[src/hdl/stbs_pkg.sv]
// Shared types and constants of the sorted table binary search block.
package stbs_pkg;

  // Field widths of the stream and configuration beats.
  localparam int unsigned ENTRY_W = 32;
  localparam int unsigned IDX_W   = 10;
  localparam int unsigned SIZE_W  = 11;

  // Input tdata layout, lowest bits first, padded to whole bytes.
  localparam int unsigned IN_IDX_LSB  = 0;
  localparam int unsigned IN_VAL_LSB  = IN_IDX_LSB + IDX_W;
  localparam int unsigned IN_KEY_LSB  = IN_VAL_LSB + ENTRY_W;
  localparam int unsigned IN_USED_W   = IN_KEY_LSB + ENTRY_W;
  localparam int unsigned IN_DATA_W   = ((IN_USED_W + 7) / 8) * 8;
  localparam int unsigned OUT_DATA_W  = 8;

  // Item kinds carried in tuser.
  localparam logic MODE_WRITE  = 1'b0;
  localparam logic MODE_SEARCH = 1'b1;

  // Status of one probe step, handed from the step unit to the sequencer.
  typedef struct packed {
    logic hit;   // probed entry equals the key
    logic last;  // window has one entry left
  } step_stat_t;

endpackage

[src/hdl/stbs_step.sv]
// Probe step unit: compares one entry with the key and narrows the search window.
module stbs_step #(
  parameter int unsigned CW = 11
) (
  input  logic [CW-1:0]                       lo_i,
  input  logic [CW-1:0]                       span_i,
  input  logic [CW-1:0]                       mid_i,
  input  logic signed [stbs_pkg::ENTRY_W-1:0] entry_i,
  input  logic signed [stbs_pkg::ENTRY_W-1:0] key_i,
  output stbs_pkg::step_stat_t                stat_o,
  output logic [CW-1:0]                       lo_o,
  output logic [CW-1:0]                       span_o,
  output logic [CW-1:0]                       mid_o
);
  import stbs_pkg::*;

  logic          lt;
  logic [CW-1:0] span_lo;
  logic [CW-1:0] span_hi;

  // The window is [lo, lo + span) and mid sits at lo + span / 2.
  // Below the key the window keeps its upper part, above it the lower part.
  always_comb begin
    lt          = entry_i < key_i;
    stat_o.hit  = entry_i == key_i;
    stat_o.last = span_i == CW'(1);
    span_lo     = span_i >> 1;
    span_hi     = span_lo + CW'(span_i[0]);
    lo_o        = lt ? mid_i : lo_i;
    span_o      = lt ? span_hi : span_lo;
    mid_o       = lo_o + (span_o >> 1);
  end

endmodule

[config.mk]
export PLATFORM = sky130hd
export DESIGN_NAME = stbs_step
export DESIGN_NICKNAME = d
export VERILOG_FILES = /design/src/hdl/stbs_pkg.sv /design/src/hdl/stbs_step.sv
export SDC_FILE = /design/constraint.sdc
export NUM_CORES = 1
export LEC_CHECK = 0
export ABC_AREA = 1
export BUFFER_PORTS_ARGS = -buffer_cell sky130_fd_sc_hd__buf_2
export CAP_MARGIN = 20
export CORE_MARGIN = 5
export CORE_UTILIZATION = 48
export DETAILED_ROUTE_END_ITERATION = 10
export GPL_ROUTABILITY_DRIVEN = 0
export PLACE_DENSITY = 0.91
export SKIP_LAST_GASP = 1
export SLEW_MARGIN = 5
export SYNTH_ARGS = -nofsm -noshare
export SYNTH_HDL_FRONTEND = slang
export SYNTH_SLANG_ARGS = --single-unit
[constraint.sdc]
create_clock -name vclk -period 5.2
set_input_delay 0.26 -clock vclk [all_inputs]
set_output_delay 0.26 -clock vclk [all_outputs]
set_load 0.01 [all_outputs]
Word-level counts from Yosys, hierarchy flattened
Cells that the tools add are included.
W data, S select, Z words.
{"block": "word_totals", "regBits": 0, "latch_bits": 0, "ramBits": 0, "romBits": 0, "word_cells": 7, "n_memories": 0}
{"block": "op_classes", "addsub": 2, "multipliers": 0, "div_mod_pow": 0, "order_cmp": 1, "n_eq_ne": 2, "shifts": 0, "muxes": 2, "bitwise_logic": 0, "reduce_logical": 0}
{"op": "$eq A32 B32 Y1", "count": 1}
{"op": "$lt A32 B32 Y1", "count": 1}
{"op": "$mux W11", "count": 2}
{"op": "$add A10 B1 Y11", "count": 1}
{"op": "$add A11 B10 Y11", "count": 1}
{"op": "$eq A11 B1 Y1 const B", "count": 1}

Logic depth before layout (Yosys ltp)
{"block": "depth", "depth_word": 3, "ltp_mapped": 32}

Worst setup path after synthesis
No wires, ideal clock.
{"block": "synth_timing", "path_type": "input to output", "from": "in key_i[31] (netlist name)", "to": "out mid_o[8]", "arrival_ns": 3.270, "t_required_ns": 4.940, "setup_slack_ns": 1.670, "cell_stages": 25, "n_path_buf": 2, "path_cell_list": "inv_1 > ha_1 > a21oi_1 > o21a_1 > nand2_1 > a21oi_2 > nand2_1 > nand2_2 > nand2_4 > buf_12 > inv_2 > clkbuf_1 > o21ai_0 > ha_1 > fa_1 > nand2_1 > nand2_1 > nand2_2 > nand2_2 > nand2_2 > nand2_2 > nand2_1 > nand2_1 > nand2_1 > nand2_1"}
{"block": "synth_between", "elab_chain_len": 3, "elab_cells_between_ends": 4}
{"element": "from (decl)", "line_no": "stbs_step.sv:9", "rtl": "input logic signed [stbs_pkg::ENTRY_W-1:0] key_i,"}
{"element": "$lt A32 B32 Y1", "line_no": "stbs_step.sv:24", "rtl": "lt = entry_i < key_i;"}
{"element": "$mux W11", "line_no": "stbs_step.sv:30", "rtl": "span_o = lt ? span_hi : span_lo;"}
{"element": "net span_o[1]", "line_no": "stbs_step.sv:12", "rtl": "output logic [CW-1:0] span_o,"}
{"element": "$add A11 B10 Y11", "line_no": "stbs_step.sv:31", "rtl": "mid_o = lo_o + (span_o >> 1);"}
{"element": "to (decl)", "line_no": "stbs_step.sv:13", "rtl": "output logic [CW-1:0] mid_o"}
The timed path passes the listed nets, and every way through them passes these cells.

Final worst setup path
{"block": "layout_timing", "from": "in entry_i[19] (netlist name)", "to": "out mid_o[9]"}
{"block": "layout_between", "elab_chain_len": 3, "elab_cells_between_ends": 4}
{"element": "from (decl)", "line_no": "stbs_step.sv:8", "rtl": "input logic signed [stbs_pkg::ENTRY_W-1:0] entry_i,"}
{"element": "$lt A32 B32 Y1 *", "line_no": "stbs_step.sv:24"}
{"element": "$mux W11 (on tied branches)", "line_no": "stbs_step.sv:29, stbs_step.sv:30"}
{"element": "$add A11 B10 Y11 *", "line_no": "stbs_step.sv:31"}
Every way passes the cells marked *; elsewhere a longest branch is shown, timed or not.

==> metrics.yaml <==
synth:
  ys_types: 30
  synth.most_common_cell: "nand2_1"
  seq_area_frac_synth_pct: 0
  synth_common_cells: "98 x nand2_1, 71 x inv_1, 43 x ha_1"
  synth_area_leader_cell: "ha_1"
  synth_fp_nets: 470
  netlist_area_mm2: 0.00191
  synthCells: 329
  synthTopCellsByArea: "ha_1 28%, nand2_1 19%, inv_1 14%, xor2_1 5.0%, nand2_2 4.9%"
  yosysWarnings: 0
  syn_area_per_cell_um2: 5.81
  synth_top_area_share_pct: 28.2
timing:
  final.min_clock_period_ns: 3.86
  hold_violations: 0
  timing.hold.ws_ns: 0.827
  setup_tns_ns: 0
  layout_setup_ws_ns: 1.34
  drv_slew: 0
  grt_setup_unrepaired: "false"
  setup_viol: 0
  worst_slew_pin_slew_ns: 0.327
  max_freq_ghz: 0.259
  min_period_over_period_pct: 74.3
  relSlewSlack_pct: 78.0
detailed_routing:
  drtIter0Drc: 128
  vias: 2420
  ant_nets: 0
  drc: 0
  drt-wirelength-per-cell_um: 11.0
  firstDrtPassIters: 4
  vias_per_cell: 4.76
  wirelength_um: 5580
final_layout:
  drive_above_1_share_pct: 34.7
  seq_cells: 0
  nClkBuffers: 0
  area_delta_synth_final_pct: 36.4
  nets: 601
  seqCellArea_um2: 0
  num_antenna_cells: 0
grt:
  track_usage_pct: 20.2
  grt_max_degree: 24
  grt_pass1_wl_um: 9180
  overflow: 0
  antenna_found_initial: 0
  grt_pass1_vias: 2381
critical_path:
  path_class: "in2out"
  critPathCapture: "mid_o[9]"
  crit_path_max_fanout: 23
  path_common_cell: "nand2_1"
  critPathRequiredTime_ns: 4.94
  crit_start: "entry_i[19]"
  slowest_delay_ns: 0.35
  start_kind: "primary input"
  endpoint_kind: "output pin"
  arrival_ns: 3.60
  cpMaxStageDelayCell: "ha_1"
clocking:
  postCtsSetupBuffers: 0
  hold_buffers: 0
  cts.repair.resized: 0
hold_path:
  min_path_type: "in2out"
floorplan:
  placementRows: 23
  num_io_pins: 132
  die_y_um: 73.1
  die_x_um: 73.1
  design.core.area_mm2: 0.00394
  initial_core_util_pct: 48.5
  dieArea_mm2: 0.00534
placed_design:
  numPortBuffers: 132
  dp_hpwl_um: 5140
  post-place-ws_ns: 1.36
power_and_ir_drop:
  p_leak_nw: 1.78
  peakVddDrop_mv: 0.0799
  cellPowerDensity_mw_per_mm2: 149
run_status:
  status: "finished, final reports clean"
job:
  drv_cap: 0
metal layers:
metal	up-vias	routed length, µm	GRT usage [%]	share of wire (%)
li1	1283	-	-	-
met1	1044	2070	22.2	37
met2	81	3000	40.0	54
met3	12	395	2.48	7.1
met4	0	116	4.51	2.1
met5	-	0	0	0
area by class of cell:
| type | instances | area [µm²] |
|---|---|---|
| timing repair buffer | 132 | 661 |
| fill | 345 | 1340 |
| inverter | 72 | 270 |
| tap | 50 | 62.6 |
| multi-input combinational | 254 | 1610 |
stage by stage:
step                utilization [%]  power, mW  area [µm²]  std cells
floorplan                         -      0.257        1910        329
global placement               66.1      0.375        2610        508
detailed placement             66.1      0.387        2610        508
CTS                            66.1      0.389        2610        508
global route                   66.1      0.437        2610        508
finish                         66.1      0.388        2610        508
where the power goes:
part           internal [mW]  switching (mW)  total [mW]
sequential                 0               0           0
clock                      0               0           0
combinational          0.160           0.229       0.388
total                  0.160           0.229       0.388
placed cells by master (no fill, tap or decap):
cell type	synthesis	routed
buf_2	0	132
nand2_1	98	98
inv_1	71	71
ha_1	43	43
a21oi_1	16	16
nand3_1	16	16
nor2_1	15	15
nand2_2	15	15
xor2_1	11	11
nor3_1	7	7
nand4_1	5	5
o21ai_0	5	5
nand2_4	4	4
nor2_2	2	2
nand3_2	2	2
nand3b_1	2	2
o21bai_1	2	2
a21o_1	1	1
o21a_1	1	1
a21oi_2	1	1
inv_2	1	1
nor3_2	1	1
or2_1	1	1
and2_0	1	1
nand4_2	1	1
a211oi_1	1	1
xnor2_1	1	1
nor4_1	1	1
fa_1	1	1
critical path, delay by kind of cell:
family                     cells  cell delay (ns)
and+or+nand+nor               14             1.31
buffers and inverters          5             0.60
AOI/OAI and AO/OA              3             0.63
adders and majority gates      2             0.65
xor gates and xnor gates       1             0.16
how the worst min path moves through the flow:
stage	startpoint	to	slack, ns	cells after the start
final	span_i[4]	stat_o[0]	0.83	3
after global routing	span_i[4]	stat_o[0]	0.84	3
after CTS	span_i[4]	stat_o[0]	0.82	3
after detailed placement	span_i[4]	stat_o[0]	0.82	3
after global placement	span_i[4]	stat_o[0]	0.82	3
after floorplan	span_i[4]	stat_o[0]	0.57	1
logic make-up (layout without fill, tap and decap cells):
kind of cell	Yosys count	in the layout	share of synthesized area, %
compound gates	27	27	7.92
simple gates	171	171	41.8
buf+inv	75	204	15.6
fa+ha+maj	44	44	29.2
xor+xnor	12	12	5.50
No activity file was read; power rests on OpenSTA's default activity.
